### src/rtl/sdeq_pkg.sv
// Shared types and constants for the sorted double-ended queue.
// Used by every module of the block and by its checker; depends on nothing.
package sdeq_pkg;

    localparam int CAPACITY   = 16;
    localparam int NAME_BYTES = 23;
    localparam int CNT_W      = $clog2(CAPACITY + 1);
    localparam int IDX_W      = $clog2(CAPACITY);

    typedef enum logic [1:0] {
        MODE_INSERT  = 2'd0,
        MODE_POP_MIN = 2'd1,
        MODE_POP_MAX = 2'd2
    } mode_t;

    typedef enum logic [1:0] {
        ST_DONE  = 2'd0,
        ST_EMPTY = 2'd1,
        ST_FULL  = 2'd2
    } status_t;

    typedef struct packed {
        logic [1:0]         mode;
        logic signed [31:0] key;
        logic [63:0]        name_part0;
        logic [63:0]        name_part1;
        logic [55:0]        name_part2;
    } in_item_t;

    typedef struct packed {
        status_t            status;
        logic signed [31:0] out_key;
        logic [63:0]        out_name0;
        logic [63:0]        out_name1;
        logic [55:0]        out_name2;
        logic [4:0]         occupancy;
    } out_item_t;

    typedef struct packed {
        logic signed [31:0] key;
        logic [63:0]        name0;
        logic [63:0]        name1;
        logic [55:0]        name2;
    } entry_t;

    typedef struct packed {
        logic ins;
        logic pop_min;
        logic head_ins;
    } cell_cmd_t;

endpackage

### src/rtl/sdeq_name_fmt.sv
// Name cleanup: zero every byte after the terminator and beyond NAME_BYTES.
// Depends on sdeq_pkg.
module sdeq_name_fmt
    import sdeq_pkg::*;
(
    input  logic [63:0] name_in0,
    input  logic [63:0] name_in1,
    input  logic [55:0] name_in2,
    output logic [63:0] name_out0,
    output logic [63:0] name_out1,
    output logic [55:0] name_out2
);

    logic [183:0] flat_in;
    logic [183:0] flat_out;

    assign flat_in = {name_in2, name_in1, name_in0};

    always_comb begin
        logic ended;
        ended    = 1'b0;
        flat_out = flat_in;
        for (int i = 0; i < 23; i++) begin
            if (ended || i >= NAME_BYTES) begin
                flat_out[i*8 +: 8] = 8'd0;
            end else if (flat_in[i*8 +: 8] == 8'd0) begin
                ended = 1'b1;
            end
        end
    end

    assign name_out0 = flat_out[63:0];
    assign name_out1 = flat_out[127:64];
    assign name_out2 = flat_out[183:128];

endmodule

### config.mk
export PLATFORM = sky130hd
export DESIGN_NAME = sdeq_name_fmt
export DESIGN_NICKNAME = d
export VERILOG_FILES = /design/src/rtl/sdeq_pkg.sv /design/src/rtl/sdeq_name_fmt.sv
export SDC_FILE = /design/constraint.sdc
export NUM_CORES = 1
export LEC_CHECK = 0
export BUFFER_PORTS_ARGS = -buffer_cell sky130_fd_sc_hd__buf_2
export CAP_MARGIN = 20
export CORE_AREA = 2 2 143 145
export DETAILED_ROUTE_END_ITERATION = 10
export DIE_AREA = 0 0 145 147
export SLEW_MARGIN = 20
export SYNTH_ARGS = -nofsm -noshare
export SYNTH_HDL_FRONTEND = slang
export SYNTH_SLANG_ARGS = --single-unit
### constraint.sdc
create_clock -name vclk -period 1.8
set_input_delay 0.27 -clock vclk [all_inputs]
set_output_delay 0.27 -clock vclk [all_outputs]
set_load 0.005 [all_outputs]
---- Word level (Yosys, flattened, before mapping) ----
Index checks and enable logic that the tools add are counted.
word-level totals
  bits of input ports ..................... 184
  logic and storage cells ................. 87
  register bits after elaboration ......... 0
  output and inout bits ................... 184
operators by class
  reduce and logical (&&, ||, !) cells .... 22
  muxes and demuxes ....................... 65
operator list
  operator         count
  $logic_not 8->1  22
  $mux 8           22
  $mux 1           43

---- Depth between registers and ports, before layout ----
  word-level depth ........................ 24
  mapped depth ............................ 8
  depth with buffers taken out ............ 5

---- Least setup slack after synthesis ----
No wires, ideal clock.
  path kind ............................... input to output
  from .................................... input port name_in1[22]
  to ...................................... output port name_out2[24]
  path buffers ............................ 3
  required time ........................... 1.530 ns
  data arrival time ....................... 1.383 ns
  path slack .............................. 0.147 ns
  stages on the path ...................... 8
  cells stage by stage .................... nor4_1 nand2_1 buf_2 and4_4 buf_6 nand4_4 buf_6 nor2_1
on the way
  word-level cells in the longest chain between the ends .. 12
RTL lines
  element               line                 source
  from (decl)           sdeq_name_fmt.sv:7   input logic [63:0] name_in1,
  $logic_not 8->1       sdeq_name_fmt.sv:26  end else if (flat_in[i*8 +: 8] == 8'd0) begin
  $mux 1                sdeq_name_fmt.sv:26
  $mux 1 (9 in series)  sdeq_name_fmt.sv:24  if (ended || i >= NAME_BYTES) begin
  $mux 8                sdeq_name_fmt.sv:24
  to (decl)             sdeq_name_fmt.sv:11  output logic [55:0] name_out2
No other way between the ends.

---- Final worst setup path ----
  from .................................... input port name_in0[49]
  to ...................................... output port name_out2[0]
on the way
  word-level cells in the longest chain between the ends .. 13
RTL lines
  element                line                 source
  from (decl)            sdeq_name_fmt.sv:6   input logic [63:0] name_in0,
  $logic_not 8->1        sdeq_name_fmt.sv:26
  $mux 1                 sdeq_name_fmt.sv:26
  $mux 1 (10 in series)  sdeq_name_fmt.sv:24
  $mux 8                 sdeq_name_fmt.sv:24
No other way between the ends.

==> flow_summary.yaml <==
status:
  status: "complete, but fails checks"
  violations: "setup timing"
grt:
  globalRouteTotalUtil: 0.138
  number_of_global_route_vias_before_repair: 4497
  antenna_violations_before_repair: 0
  global_route.usage.met3: 0.0177
  met1_global_route_usage: 0.156
  grt_overflow_total: 0
  grtUsageMet2: 0.275
  most_used_layer_global_route: "met2"
  wire_length_of_the_first_global_routing_pass_um: 24000
  grt_start_max_net_pins: 33
detailed_routing:
  first_iter_violations: 183
  post_detailed_routing_wire_length_um: 17600
  routedWlPerCell_um: 17.1
  vias_per_cell: 4.36
  detail_route.drc_violations: 0
  drt_first_pass_iters: 4
  ant_nets: 0
  num_vias: 4500
critical_path:
  worstPathRequired_ns: 1.53
  cpMostUsedCell: "buf_2"
  critical_path.cell_chain: "buf_2 -> nor4_4 -> nand2_2 -> buf_4 -> and3_4 -> nand3_4 -> buf_12 -> nor2_4 -> buf_2"
  critPathKind: "input port to output pin"
  worst_path_max_delay_cell: "nor4_4"
  end_kind: "output pin"
  kind_of_start_point_of_the_critical_path: "input port"
  max_stage_delay_ns: 0.28
  crit_path_max_fanout: 8
  critPathArrivalTime_ns: 1.66
timing:
  max_freq_ghz: 0.518
  timing.final.hold_violations: 0
  finalCritPeriodShare: 1.07
  unrepaired_setup_endpoints_after_global_routing: "yes"
  timing.max_slew.rel_slack: 0.696
  worst-slew-pin-transition_ns: 0.455
  final.setup.worst_slack_ns: -0.131
  setup_viol_count_final: 127
  timing.hold.ws_ns: 0.718
  final_max_slew_viol_count: 0
  post-route-min-period_ns: 1.93
  final.setup.tns_ns: -9.90
finish:
  fillers: 2014
  design.seq.count: 0
  nClkBuffers: 0
  post-route-cell-area_mm2: 0.00661
  final_nets: 948
  area_of_the_multi_input_gates_mm2: 0.00286
  regArea_um2: 0
  antenna-diode-count: 0
  drive_gt1_frac: 0.801
  area_growth_syn_to_layout_pct: 214
synth:
  synth_top_area_frac: 0.244
  yosys-top-cells-area: "and2_1 (24%), nor4_1 (13%), and3_1 (12%)"
  synth_cell_type_count: 24
  ys.warnings.count: 0
  synth_cells: 339
  syn-cell-area_mm2: 0.00210
  synth-seq-area-share: 0
  postSynthNetCount: 523
  netlist.top_cell.by_area: "and2_1"
  syn_area_per_cell_um2: 6.21
floorplan:
  floorplan.initialDensity: 0.106
  io_pins: 368
  core_mm2: 0.0198
  die-height_um: 147
  die_outline_width_um: 145
  num_rows: 52
  floorplan.die_area_mm2: 0.0213
place:
  numPortBuffers: 368
  placed_area_mm2: 0.00450
  detailedPlacementHpwl_um: 12200
  globalplace.congestion: 0.867
power_and_ir_drop:
  ir_drop_mv: 0.0694
  p_per_area_mw_per_mm2: 201
  static-leakage-power_nw: 3.30
hold_path:
  hold_class: "input port to output pin"
flow_run:
  max_cap_viol_count: 0
## cells by family after synthesis
kind of cell,share of synthesized area
buffers and inverters,0.0993
AND/OR/NAND/NOR,0.892
AO/OA/AOI/OAI,0.00892
## worst paths after layout
kind,slack [ns],startpoint,depth (start not counted),endpoint
max,-0.13,name_in0[49],9,name_out2[0]
min,0.72,name_in0[4],2,name_out0[4]
## stage by stage
| stage | utilization | total power (W) | cells | worst slack, ns |
|---|---|---|---|---|
| 6_report | 0.333 | 0.00133 | 1032 | -0.131 |
| 5_1_grt | 0.333 | 0.00141 | 1032 | -0.203 |
| 3_3_place_gp | 0.227 | 0.000880 | 995 | -0.519 |
| 2_1_floorplan | - | 0.000315 | 339 | 0.147 |
| 3_5_place_dp | 0.227 | 0.000885 | 995 | -0.558 |
| 4_1_cts | 0.295 | 0.00112 | 1027 | -0.161 |
## cell usage in the layout (no fill, tap or decap), drive strengths merged
master,instances
buf,449
nand3,36
nor4b,1
nor3,11
and3,43
nor3b,1
nand4,15
nor4,47
nor2,33
and4,19
a21boi,1
nand2,23
clkbuf,1
and2,82
## timing repair
| item | CTS | global route |
|---|---|---|
| gates resized for setup | 182 | 157 |
| buffers inserted | 23 | 5 |
| cloned | 9 | 1 |
| pin swaps | 111 | 70 |
| endpoints found under the setup margin | 160 | 160 |
| hold buffers | 0 | 0 |
## area by class of cell
type               instances  area share
repair buffers           450       0.516
well taps                270      0.0511
multi-input cells        312       0.433
## per-layer routing
metal | share of wire | vias to the layer above
li1 | - | 2110
met1 | 0.37 | 2113
met2 | 0.55 | 250
met3 | 0.061 | 27
met4 | 0.021 | 0
met5 | 0 | -
## where the power goes
part	switching (W)	internal [W]
sequential	0	0
combinational	0.000549	0.000779
clock	0	0
## worst max-delay path: cells and delay by family
kind / cells / cell delay, ns
buffers and inverters: 4 / 0.57
and+or+nand+nor: 5 / 0.80
## cells in the mapped netlist (2+ instances only)
library cell / n
and4_1: 18
buf_6: 7
and2_1: 82
nand3_2: 2
nand2_1: 22
clkbuf_1: 12
nor4_1: 44
nor4_4: 2
buf_4: 8
nor2_1: 33
nand4_1: 10
buf_2: 5
nand4_4: 2
and3_1: 42
nor3_1: 10
nand3_1: 32
Power figures use the tool's default switching activity.
