===== src/rtl/sdeq_pkg.sv =====
// Shared types and constants for the sorted double-ended queue.
// Used by every module of the block and by its checker; depends on nothing.
package sdeq_pkg;

    localparam int CAPACITY   = 16;
    localparam int NAME_BYTES = 23;
    localparam int CNT_W      = $clog2(CAPACITY + 1);
    localparam int IDX_W      = $clog2(CAPACITY);

    typedef enum logic [1:0] {
        MODE_INSERT  = 2'd0,
        MODE_POP_MIN = 2'd1,
        MODE_POP_MAX = 2'd2
    } mode_t;

    typedef enum logic [1:0] {
        ST_DONE  = 2'd0,
        ST_EMPTY = 2'd1,
        ST_FULL  = 2'd2
    } status_t;

    typedef struct packed {
        logic [1:0]         mode;
        logic signed [31:0] key;
        logic [63:0]        name_part0;
        logic [63:0]        name_part1;
        logic [55:0]        name_part2;
    } in_item_t;

    typedef struct packed {
        status_t            status;
        logic signed [31:0] out_key;
        logic [63:0]        out_name0;
        logic [63:0]        out_name1;
        logic [55:0]        out_name2;
        logic [4:0]         occupancy;
    } out_item_t;

    typedef struct packed {
        logic signed [31:0] key;
        logic [63:0]        name0;
        logic [63:0]        name1;
        logic [55:0]        name2;
    } entry_t;

    typedef struct packed {
        logic ins;
        logic pop_min;
        logic head_ins;
    } cell_cmd_t;

endpackage


===== src/rtl/sdeq_cell.sv =====
// One slot of the sorted chain: holds an entry, compares it with the new key,
// and loads from the new item, its left neighbor or its right neighbor. Uses sdeq_pkg.
module sdeq_cell
    import sdeq_pkg::*;
(
    input  logic      aclk,
    input  cell_cmd_t cmd,
    input  logic      is_head,
    input  logic      occupied,
    input  entry_t    new_ent,
    input  logic      left_after,
    input  entry_t    left_ent,
    input  entry_t    right_ent,
    output entry_t    ent,
    output logic      after
);

    entry_t ent_reg;
    entry_t ent_next;

    assign after = is_head ? cmd.head_ins
                 : (cmd.head_ins || !occupied || !(ent_reg.key < new_ent.key));

    always_comb begin
        ent_next = ent_reg;
        if (cmd.ins) begin
            if (after && left_after) begin
                ent_next = left_ent;
            end else if (after) begin
                ent_next = new_ent;
            end
        end else if (cmd.pop_min) begin
            ent_next = right_ent;
        end
    end

    always_ff @(posedge aclk) begin
        ent_reg <= ent_next;
    end

    assign ent = ent_reg;

endmodule


===== config.mk =====
export PLATFORM = sky130hd
export DESIGN_NAME = sdeq_cell
export DESIGN_NICKNAME = d
export VERILOG_FILES = /design/src/rtl/sdeq_pkg.sv /design/src/rtl/sdeq_cell.sv
export SDC_FILE = /design/constraint.sdc
export NUM_CORES = 1
export LEC_CHECK = 0
export BUFFER_PORTS_ARGS = -buffer_cell sky130_fd_sc_hd__buf_2
export CAP_MARGIN = 20
export CELL_PAD_IN_SITES_DETAIL_PLACEMENT = 0
export CELL_PAD_IN_SITES_GLOBAL_PLACEMENT = 2
export CORE_AREA = 4 4 340 342
export DETAILED_ROUTE_END_ITERATION = 16
export DIE_AREA = 0 0 344 346
export PLACE_DENSITY = 0.56
export SETUP_SLACK_MARGIN = 0.2
export SLEW_MARGIN = 5
export SYNTH_ARGS = -nofsm -noshare
export SYNTH_HDL_FRONTEND = slang
export SYNTH_SLANG_ARGS = --single-unit

===== constraint.sdc =====
create_clock -name aclk -period 6.7 [get_ports aclk]
set_input_delay 0.67 -clock aclk [delete_from_list [all_inputs] [get_ports aclk]]
set_output_delay 0.67 -clock aclk [all_outputs]
set_load 0.005 [all_outputs]

Yosys cells after proc, flatten, opt, wreduce, memory -nomap -nowiden:

Cells that the tools add are included.

* $mul: 0
* order comparisons: 1
* div/mod/pow operators: 0
* mux-type cells: 5
* shift operators: 0
* eq/ne operators: 1
* bitwise operators: 0
* $add $sub $neg: 0
* reductions and logical operators: 7

Operators with widths (count)
* two-way mux 216 bit: 4
* less-than comparator 32 bit: 1
* != test 3 x 1 -> 1 bit (second input constant): 1
* logical NOT 1 bit: 2
* logical OR 1 bit: 2
* AND reduction 2 bit: 1
* nonzero test 2 bit: 1
* logical AND 1 bit: 1
* two-way mux 1 bit: 1

* bits in registers: 216
* bits in read-only memories: 0
* latch bits: 0
* output and inout port bits: 217
* logic and storage cells: 18
* memories: 0
* bits of input ports: 655
* bits in writable memories: 0

Logic depth before layout (Yosys ltp):

Gate-level depths: netlist (run 1).

* depth in word-level cells: 7
* gate-level depth with buffers: 13
* mapped depth without buffers: 9

Worst setup path before layout (run 1):

OpenSTA, ideal clock, no wires.

* kind: input -> register
* start: input port new_ent[211] in the netlist's numbering
* end: register ent_reg (netlist bit ent[0]) (enable)
* library setup time: 0.488 ns
* cell stages on the path: 12
* arrival time: 5.063 ns
* data required time: 6.212 ns
* slack: 1.150 ns
* path buffers: 3
* path through: inv_1 ha_1 a21oi_1 o21a_1 a2bb2oi_2 nand3_2 a32o_1 buf_6 buf_8 buf_2 nor2_1 mux2_2

* longest elaborated chain between the ends: 7

Ends and longest elaborated chain
* start, declared: RTL line sdeq_cell.sv:10 `input entry_t new_ent,`
* less-than comparator 32 bit *: RTL line sdeq_cell.sv:22 `: (cmd.head_ins || !occupied || !(ent_reg.key < new_ent.key));`
* logical NOT 1 bit *: RTL line sdeq_cell.sv:22
* logical OR 1 bit *: RTL line sdeq_cell.sv:22
* two-way mux 1 bit *: RTL line sdeq_cell.sv:21 `assign after = is_head ? cmd.head_ins`
* via after: RTL line sdeq_cell.sv:15 `output logic after`
* logical AND 1 bit: RTL line sdeq_cell.sv:27 `if (after && left_after) begin`
* != test 3 x 1 -> 1 bit (no line) *
* AND reduction 2 bit (no line) *
* end signal, assigned: RTL line sdeq_cell.sv:38 `ent_reg <= ent_next;`
* end, declared: RTL line sdeq_cell.sv:18 `entry_t ent_reg;`

Mark *: on every way through the listed nets, which the timed path passes. The rest lies on a longest branch.
A chain may end at the register's enable or synchronous reset.

Worst setup path in the final report (run 1):

* start: register ent_reg (netlist bit ent[186])
* end: output port after

* longest elaborated chain between the ends: 4

Ends and longest elaborated chain (RTL line)
* less-than comparator 32 bit: sdeq_cell.sv:22
* logical NOT 1 bit: sdeq_cell.sv:22
* logical OR 1 bit: sdeq_cell.sv:22
* two-way mux 1 bit: sdeq_cell.sv:21
* end, declared: sdeq_cell.sv:15

No other way between the ends.

==> results of run 1 <==
## worst reg2reg max path, stage by stage (launching register included)
cell      delay (ps)
edfxtp_1         390
ha_1             320
a211oi_2         190
o21ai_1          110
a211oi_2         320
o21ai_1          180
a311oi_4         870
nor2_1           190
mux2_8           590
buf_12           360
## report_power, final
part / total, mW / switching [mW] / internal [mW]
sequential: 1.77 / 0.0640 / 1.70
clock: 1.53 / 0.695 / 0.834
combinational: 1.13 / 0.677 / 0.451
total: 4.42 / 1.44 / 2.99
## metal layers
metal | vias up | share of wire (%) | GRT usage, %
met1 | 7761 | 40 | 16.7
met5 | - | 0.15 | 0
met4 | 18 | 1.9 | 2.51
met3 | 112 | 8.0 | 4.10
li1 | 7542 | - | -
met2 | 624 | 50 | 25.1
## cells in the final DEF (no fill, tap or decap), types with 2 or more instances in the layout
cell type | synthesis | routed
buf_2 | 16 | 869
nand2_1 | 228 | 228
nor2_1 | 224 | 224
o31ai_1 | 216 | 216
or3_1 | 216 | 216
a31oi_1 | 216 | 216
edfxtp_1 | 216 | 216
inv_1 | 32 | 32
ha_1 | 31 | 31
clkbuf_16 | 0 | 31
diode_2 | 0 | 17
buf_4 | 33 | 17
clkbuf_1 | 132 | 14
a21oi_1 | 13 | 13
buf_12 | 1 | 11
o21ai_0 | 5 | 5
clkinv_1 | 0 | 4
nand4_1 | 2 | 2
a211oi_2 | 2 | 2
o21ai_1 | 2 | 2
nand3_1 | 2 | 2
## logic make-up (layout without fill, tap and decap cells)
family,after synthesis,after routing,synth area share [%]
buffers and inverters,223,981,7.50
adder cells (fa/ha/maj),31,31,2.72
AO/OA/AOI/OAI,459,459,22.2
other,0,17,0
flip-flops,216,216,45.5
AND/OR/NAND/NOR,677,677,22.0
multiplexers,1,1,0.0790
## stage by stage
stage / power (mW) / std cells / worst slack (ps) / hold slack, ps / instance area [um2]
5_1_grt: 4.68 / 3870 / 2330 / 347 / 20800
2_1_floorplan: 2.33 / 1607 / 1150 / 919 / 14200
4_1_cts: 4.54 / 3865 / 2520 / 323 / 20800
3_3_place_gp: 2.96 / 3816 / 2260 / 1010 / 19900
6_report: 4.42 / 3882 / 2630 / 388 / 20800
3_5_place_dp: 2.96 / 3816 / 2290 / 1020 / 19900
## Yosys cell counts, types with 2 or more instances
library cell    n  share of area, %
clkbuf_1      132               3.5
buf_8           3              0.32
a211oi_2        2              0.18
o21ai_0         5              0.18
a21oi_1        13              0.46
nor2_1        224               5.9
nand4_1         2             0.088
o21ai_1         2             0.070
buf_6           5              0.40
nand2_1       228               6.0
ha_1           31               2.7
o31ai_1       216                11
or3_1         216               9.5
buf_4          33               1.7
inv_1          32              0.84
a31oi_1       216               9.5
buf_2          16              0.56
nand3_1         2             0.070
edfxtp_1      216                46
## layout make-up
cell class                      count  share of cell area (%)
Antenna cell                       17                   0.204
Sequential cell                   216                    31.1
Inverter                           33                   0.631
Clock inverter                      4                  0.0721
Clock buffer                       45                    3.98
Tap cell                         1500                    9.01
Multi-Input combinational cell   1168                    32.3
Timing Repair Buffer              899                    22.7
## how the worst min path moves through the flow
| stage | startpoint | end | slack (ps) | cells past startpoint |
|---|---|---|---|---|
| floorplan | right_ent[100] | ent[100] | 920 | 2 |
| global placement | right_ent[54] | ent[54] | 1010 | 3 |
| detailed placement | right_ent[36] | ent[36] | 1020 | 3 |
| CTS | right_ent[36] | ent[36] | 320 | 3 |
| global route | right_ent[54] | ent[54] | 350 | 3 |
| finish | right_ent[166] | ent[166] | 390 | 3 |
==> flow_metrics.py, run 1 <==
metrics = {
    "timing": {
        "fin_setup_tns_ps": 0,
        "period_minus_slack_ps": 4070,
        "max_clock_freq_mhz": 246,
        "setup_viol": 0,
        "worstMarginPinSlew_ps": 986,
        "slew_headroom_pct": 34.3,
        "hold_violations": 0,
        "drv_slew": 0,
        "fin_skew_ps": 12.1,
        "rsz0062_at_grt": "no",
        "fin_crit_sh_pct": 60.8,
    },
    "cells_and_area": {
        "areaGrowthSynthToFinish_pct": 46.2,
        "largest_reg_flops": 216,
        "final-seq-area_um2": 6490,
        "fin_nets": 3035,
        "multi_input_area_um2": 6720,
        "drive_gt1_share_pct": 39.7,
        "fill_cells": 12976,
        "final_util_pct": 18.5,
    },
    "drt": {
        "drc": 0,
        "drt_first_pass_iters": 5,
        "wl_per_cell_um": 23.0,
        "ant_nets": 0,
        "vias": 16057,
        "wl_mm": 89.2,
        "viasPerCell": 4.14,
        "drt-initial-drc-count": 851,
    },
    "floorplan": {
        "start_util_pct": 12.7,
        "dieArea_um2": 119000,
        "die_h_um": 346,
        "coreArea_um2": 112000,
        "die_w_um": 344,
        "rows": 123,
        "ioPinCount": 872,
    },
    "setup_path": {
        "r2r-end": "ent[81]",
        "critPathLaunchType": "flip-flop",
        "slowest_delay_ps": 870,
        "critical_path.top_delay_family": "compound AO/OA/AOI/OAI gates",
        "crit_buf_inv": 1,
        "cp.required_ps": 6030,
        "critical_path.cell_chain": "ha_1 -> a211oi_2 -> o21ai_1 -> a211oi_2 -> o21ai_1 -> a311oi_4 -> nor2_1 -> buf_2",
        "cp_max_fo": 20,
        "path_depth": 8,
        "crit_start": "ent[186]",
        "crit_path_end_kind": "primary output",
        "rrSetupSlack_ps": 2640,
        "endpoint": "after",
        "arrival_ps": 3400,
        "critPathSlowestCell": "a311oi_4",
        "path_class": "flip-flop to primary output",
        "r2r_cells": 9,
        "r2r-start": "ent[186]",
    },
    "clock_tree": {
        "postCtsHoldBufs": 0,
        "cts-root-buf": "clkbuf_16",
        "numCtsBuffers": 31,
        "cts_resized": 0,
        "post-cts-setup-buffer-count": 0,
        "cts-htree-levels": 1,
        "cts_tree": "yes",
        "cts.sinks": 216,
        "clk_pin_slew_worst_paths_ps": 60,
        "clockBufferDepth": 3,
        "clock_latency_ps": 620,
    },
    "global_routing": {
        "grt_overflow_total": 0,
        "grt_usage_pct": 14.0,
        "grt_max_degree": 157,
        "grt_pass1_wl_mm": 123,
        "grt_pass1_vias": 16355,
        "antenna_found_initial": 38,
    },
    "flow_run": {
        "maxCapViolCount": 0,
    },
    "pwr": {
        "p_leak_nw": 8.74,
        "peakVddDrop_mv": 0.199,
        "power.density_nw_per_um2": 212,
    },
    "place": {
        "port_buffers": 871,
        "place_hpwl_mm": 67.0,
        "gp_congestion": 0.832,
    },
    "yosys": {
        "synth.distinct_cells": 32,
        "ys.flop_type": "edfxtp_1",
        "yosys_register_bits": 216,
        "mappedNetlistNets": 2293,
        "synthArstFlopShare_pct": 0,
        "syn_inst": 1607,
        "seq_area_frac_synth_pct": 45.5,
        "syn_area_um2": 14200,
        "yosys_warnings": 0,
        "synth_edf_count": 216,
        "syn_avg_cell_area_um2": 8.87,
    },
    "min_path": {
        "min_path_type": "input port to flip-flop",
    },
    "run_status": {
        "status": "finished clean",
    },
}
No activity file was read; power rests on OpenSTA's default activity.
==> run 2: changes to the inputs <==
--- a/config.mk
+++ b/config.mk
@@ -9,10 +9,10 @@
 export CAP_MARGIN = 20
 export CELL_PAD_IN_SITES_DETAIL_PLACEMENT = 0
 export CELL_PAD_IN_SITES_GLOBAL_PLACEMENT = 2
-export CORE_AREA = 4 4 340 342
+export CORE_AREA = 4 4 335 337
 export DETAILED_ROUTE_END_ITERATION = 16
-export DIE_AREA = 0 0 344 346
-export PLACE_DENSITY = 0.56
+export DIE_AREA = 0 0 339 341
+export PLACE_DENSITY = 0.59
 export SETUP_SLACK_MARGIN = 0.2
 export SLEW_MARGIN = 5
 export SYNTH_ARGS = -nofsm -noshare
==> constraint.sdc (replaced) <==
create_clock -name aclk -period 3.5 [get_ports aclk]
set_input_delay 0.35 -clock aclk [delete_from_list [all_inputs] [get_ports aclk]]
set_output_delay 0.35 -clock aclk [all_outputs]
set_load 0.005 [all_outputs]
==> run 2 against run 1 <==
Against the previous run:
- sequential share of layout area fell by 0.79 points
- global-route usage down 0.063 points
- setup slack got worse by 2300 ps
- highest routed layer unchanged
- via count shrank 0.35%
==> flow_metrics.py, run 2 (synthesis gave the netlist of run 1 again) <==
metrics = {
    "timing": {
        "fin_skew_ps": 13.2,
        "setup_viol": 0,
        "setup_ws_ps": 369,
        "drv_slew": 0,
        "fin_setup_tns_ps": 0,
        "slew_headroom_pct": 47.1,
        "fin_crit_sh_pct": 89.4,
        "period_minus_slack_ps": 3130,
        "hold_violations": 0,
        "max_clock_freq_mhz": 319,
        "worst_hold_slack_ps": 90.7,
        "rsz0062_at_grt": "yes",
        "worstMarginPinSlew_ps": 794,
    },
    "setup_path": {
        "crit_path_end_kind": "flip-flop",
        "path_class": "flip-flop to flip-flop",
        "cp.required_ps": 3920,
        "arrival_ps": 3550,
        "critPathLaunchType": "flip-flop",
        "cp_max_fo": 26,
    },
    "drt": {
        "drt-initial-drc-count": 756,
        "wl_mm": 87.0,
        "drt_first_pass_iters": 5,
        "vias": 16000,
        "ant_nets": 0,
        "drc": 0,
        "viasPerCell": 4.15,
        "wl_per_cell_um": 22.6,
    },
    "floorplan": {
        "rows": 121,
        "coreArea_um2": 109000,
        "die_h_um": 341,
        "die_w_um": 339,
        "ioPinCount": 872,
        "start_util_pct": 13.1,
        "dieArea_um2": 116000,
    },
    "cells_and_area": {
        "final_util_pct": 19.6,
        "final_cell_mix": "869 x buf_2, 228 x nand2_1, 223 x nor2_1",
        "drive_gt1_share_pct": 41.5,
        "fin_nets": 3089,
        "areaGrowthSynthToFinish_pct": 50.0,
        "finalInstanceArea_um2": 21400,
        "final_common_cell": "buf_2",
        "largest_reg_flops": 216,
    },
    "global_routing": {
        "grt_overflow_total": 0,
        "antenna_found_initial": 33,
        "grt_usage_pct": 14.0,
        "grt_max_degree": 108,
        "grt_pass1_vias": 16185,
        "grt_pass1_wl_mm": 119,
    },
    "place": {
        "port_buffers": 871,
        "placed_area_um2": 20400,
        "gp_congestion": 0.830,
        "place_hpwl_mm": 68.3,
        "dp_slack_ps": 133,
    },
    "flow_run": {
        "maxCapViolCount": 0,
    },
    "pwr": {
        "power.density_nw_per_um2": 401,
        "p_leak_nw": 9.09,
        "peakVddDrop_mv": 0.353,
    },
    "clock_tree": {
        "cts-htree-levels": 1,
        "cts-root-buf": "clkbuf_16",
        "clk_pin_slew_worst_paths_ps": 60,
        "clock_latency_ps": 600,
        "post-cts-setup-buffer-count": 0,
        "cts_tree": "yes",
        "postCtsHoldBufs": 0,
        "numCtsBuffers": 29,
        "clockBufferDepth": 3,
        "cts.sinks": 216,
    },
    "min_path": {
        "min_path_type": "input port to flip-flop",
    },
    "run_status": {
        "status": "finished clean",
    },
}
==> run 2: cell types whose count changed in the layout (fill, tap and decap cells not counted), sizes merged <==
cell	change
bufinv	+2
buf	+55
clkbuf	-7
clkinv	+8
==> run 2: stage by stage <==
stage                     std cells  total power, mW
after global routing           3844             9.03
after floorplan                1607             4.45
after global placement         3785             5.77
after detailed placement       3785             5.76
after CTS                      3836             8.70
final                          3854             8.56
==> run 2: final cells by class <==
class	count	area (um2)
multi-input cells	1168	6760
clock buffers	37	756
well taps	1414	1770
flip-flops and latches	216	6490
diodes	17	42.5
fillers	12501	87500
repair buffers	955	5310
inverters	33	131
clock inverters	14	110
==> run 2: final timing paths <==
path	from	endpoint	slack, ps	cells after the start
worst max register to register	ent[209]	ent[142]	370	11
worst min register to register	ent[215]	ent[18]	1440	7
worst min-delay path	right_ent[14]	ent[14]	90	3
worst max-delay path	ent[209]	ent[142]	370	11
==> run 2: timing repair <==
action,in CTS,in global routing
pin swaps,2,3
gates cloned,0,1
setup endpoints to repair,10,54
resized for setup,0,7
==> run 2: power breakdown <==
| part | internal (mW) | leakage (nW) | switching [mW] |
|---|---|---|---|
| clock network | 1.64 | 0.423 | 1.24 |
| logic | 0.958 | 6.55 | 1.33 |
| registers | 3.26 | 2.12 | 0.127 |
==> run 2: worst max-delay path: stages (launching register included) <==
cell,delay [ps]
edfxtp_1,430
ha_1,340
a21oi_1,130
o21a_1,190
a2bb2oi_2,170
nand3_2,150
a32o_4,360
buf_12,170
buf_4,210
buf_4,160
or3_1,370
a31oi_2,250
==> run 2: metal layers <==
layer  track usage [%]  wire length, um  share of wire [%]
met5                 0               73              0.084
met4              2.83             1830                2.1
met3              4.35             6760                7.8
met2              24.3            42300                 49
met1              16.9            36100                 41
==> run 3: changes to the inputs <==
--- a/config.mk
+++ b/config.mk
@@ -7,7 +7,7 @@
 export LEC_CHECK = 0
 export BUFFER_PORTS_ARGS = -buffer_cell sky130_fd_sc_hd__buf_2
 export CAP_MARGIN = 20
-export CELL_PAD_IN_SITES_DETAIL_PLACEMENT = 0
+export CELL_PAD_IN_SITES_DETAIL_PLACEMENT = 1
 export CELL_PAD_IN_SITES_GLOBAL_PLACEMENT = 2
 export CORE_AREA = 4 4 335 337
 export DETAILED_ROUTE_END_ITERATION = 16
==> run 3 against run 2 <==
Against the previous run:
- register-to-register slack worse by 50 ps
- first-iteration DRC count decreased by 11%
- largest power group unchanged
- count of clock-buffer cells in the layout increased by 2
- clock power is 4% higher
- die area did not move
- critical endpoint is now ent[15]
==> flow_metrics.py, run 3 (synthesis gave the netlist of run 1 again) <==
metrics = {
    "timing": {
        "rsz0062_at_grt": "no",
        "setup_viol": 0,
        "period_minus_slack_ps": 3180,
        "slew_headroom_pct": 47.3,
        "fin_crit_sh_pct": 90.8,
        "fin_skew_ps": 13.3,
        "worstMarginPinSlew_ps": 790,
        "max_clock_freq_mhz": 315,
        "fin_setup_tns_ps": 0,
        "drv_slew": 0,
        "hold_violations": 0,
    },
    "floorplan": {
        "die_h_um": 341,
        "ioPinCount": 872,
        "start_util_pct": 13.1,
        "dieArea_um2": 116000,
        "die_w_um": 339,
        "coreArea_um2": 109000,
        "rows": 121,
    },
    "place": {
        "gp_congestion": 0.830,
        "placed_area_um2": 20400,
        "place.detailed.instances": 3785,
        "place_hpwl_mm": 69.7,
        "port_buffers": 871,
    },
    "drt": {
        "viasPerCell": 4.22,
        "vias": 16295,
        "drt-initial-drc-count": 671,
        "wl_mm": 88.7,
        "drc": 0,
        "wl_per_cell_um": 23.0,
        "drt_first_pass_iters": 5,
        "ant_nets": 0,
    },
    "setup_path": {
        "critical_path.cell_chain": "ha_1 -> a21oi_1 -> o21a_1 -> a2bb2oi_2 -> nand3_2 -> a32o_4 -> buf_12 -> buf_4 -> o31ai_1 -> a31oi_1",
        "path_class": "flip-flop to flip-flop",
        "critPathLaunchType": "flip-flop",
        "crit_path_end_kind": "flip-flop",
        "arrival_ps": 3490,
        "cp.required_ps": 3810,
        "slowest_delay_ps": 490,
        "critPathSlowestCell": "o31ai_1",
        "cp_max_fo": 50,
    },
    "cells_and_area": {
        "fill_cells": 13098,
        "drive_gt1_share_pct": 41.7,
        "areaGrowthSynthToFinish_pct": 50.4,
        "largest_reg_flops": 216,
        "final_cell_mix": "869 x buf_2, 228 x nand2_1, 223 x nor2_1",
        "fin_nets": 3091,
        "final-seq-area_um2": 6490,
        "final_common_cell": "buf_2",
        "finalNonFillerCells": 3864,
        "multi_input_area_um2": 6750,
        "finalInstanceArea_um2": 21400,
    },
    "global_routing": {
        "grt_pass1_wl_mm": 123,
        "grt_usage_pct": 14.2,
        "grt_max_degree": 108,
        "grt_overflow_total": 0,
        "grt_pass1_vias": 17083,
        "antenna_found_initial": 48,
    },
    "pwr": {
        "netSwitchingFraction_pct": 31.4,
        "power_switching_mw": 2.74,
        "comb_power_share_pct": 26.4,
        "power.density_nw_per_um2": 406,
        "clock_power_share_pct": 34.7,
        "peakVddDrop_mv": 0.319,
        "p_int_mw": 5.97,
        "p_seq_share_pct": 38.9,
        "power_mw": 8.70,
        "p_leak_nw": 9.13,
    },
    "clock_tree": {
        "clock_latency_ps": 600,
        "clk_pin_slew_worst_paths_ps": 60,
        "cts-root-buf": "clkbuf_16",
        "cts_tree": "yes",
        "numCtsBuffers": 30,
        "cts.sinks": 216,
        "clockBufferDepth": 3,
        "cts-htree-levels": 1,
    },
    "min_path": {
        "min_path_type": "input port to flip-flop",
    },
    "flow_run": {
        "maxCapViolCount": 0,
    },
    "run_status": {
        "status": "finished clean",
    },
}
==> run 3: changes by cell type in the layout (fill, tap and decap cells not counted), moves of 2 or more <==
cell / before / now
diode_2: 17 / 23
clkbuf_16: 30 / 32
clkinv_2: 4 / 7
clkinv_1: 8 / 5
==> run 3: through the flow <==
step                      worst slack, ps  util [%]  hold slack (ps)
after global placement                123      18.7              694
final                                 322      19.7             99.5
after floorplan                       184         -              599
after CTS                             240      19.6             46.7
after detailed placement              120      18.7              698
after global routing                  235      19.7             65.7
==> run 3: worst max-delay path: cells and delay by family, from the launching register on <==
family / cells / cell delay [ps]
flip-flops: 1 / 420
AND/OR/NAND/NOR: 1 / 150
adder cells (fa/ha/maj): 1 / 340
AO/OA/AOI/OAI: 6 / 1510
buffers and inverters: 2 / 410
==> run 3: path summary, 6_finish.rpt <==
| kind | cells after the start | endpoint | slack [ps] | startpoint |
|---|---|---|---|---|
| worst max-delay path | 10 | ent[15] | 320 | ent[209] |
| worst max register to register | 10 | ent[15] | 320 | ent[209] |
| worst min-delay path | 3 | ent[204] | 100 | right_ent[204] |
| worst min register to register | 7 | ent[199] | 1530 | ent[215] |
==> run 3: area by class of cell <==
type                       instances  share of cell area (%)
antenna                           23                   0.269
clock buffer                      39                    3.76
clock inverter                    15                   0.572
inverter                          33                   0.613
multi-input combinational       1168                    31.5
sequential                       216                    30.3
tap                             1414                    8.26
timing repair buffer             956                    24.8
==> run 3: power groups by stage <==
stage / Sequential, mW / Combinational, mW / Clock [mW]
floorplan: 3.44 / 1.00 / 0
global placement: 3.44 / 2.33 / 0
detailed placement: 3.44 / 2.33 / 0
CTS: 3.39 / 2.34 / 3.13
global route: 3.41 / 2.54 / 3.23
finish: 3.39 / 2.29 / 3.02
==> run 3: repair_timing <==
| action | in CTS | in global routing |
|---|---|---|
| setup endpoints to repair | 24 | 60 |
| pin swaps | 2 | 1 |
| resized for setup | 0 | 4 |
| buffers inserted | 1 | 0 |
| hold buffers | 0 | 0 |
| cloned | 0 | 1 |
==> run 3: layer usage <==
metal	up-vias	track usage (%)	routed length (um)
met5	-	0	123
met4	18	3.04	1560
met3	80	4.84	7110
met2	598	24.8	43500
met1	7926	17.0	36400
li1	7673	-	-
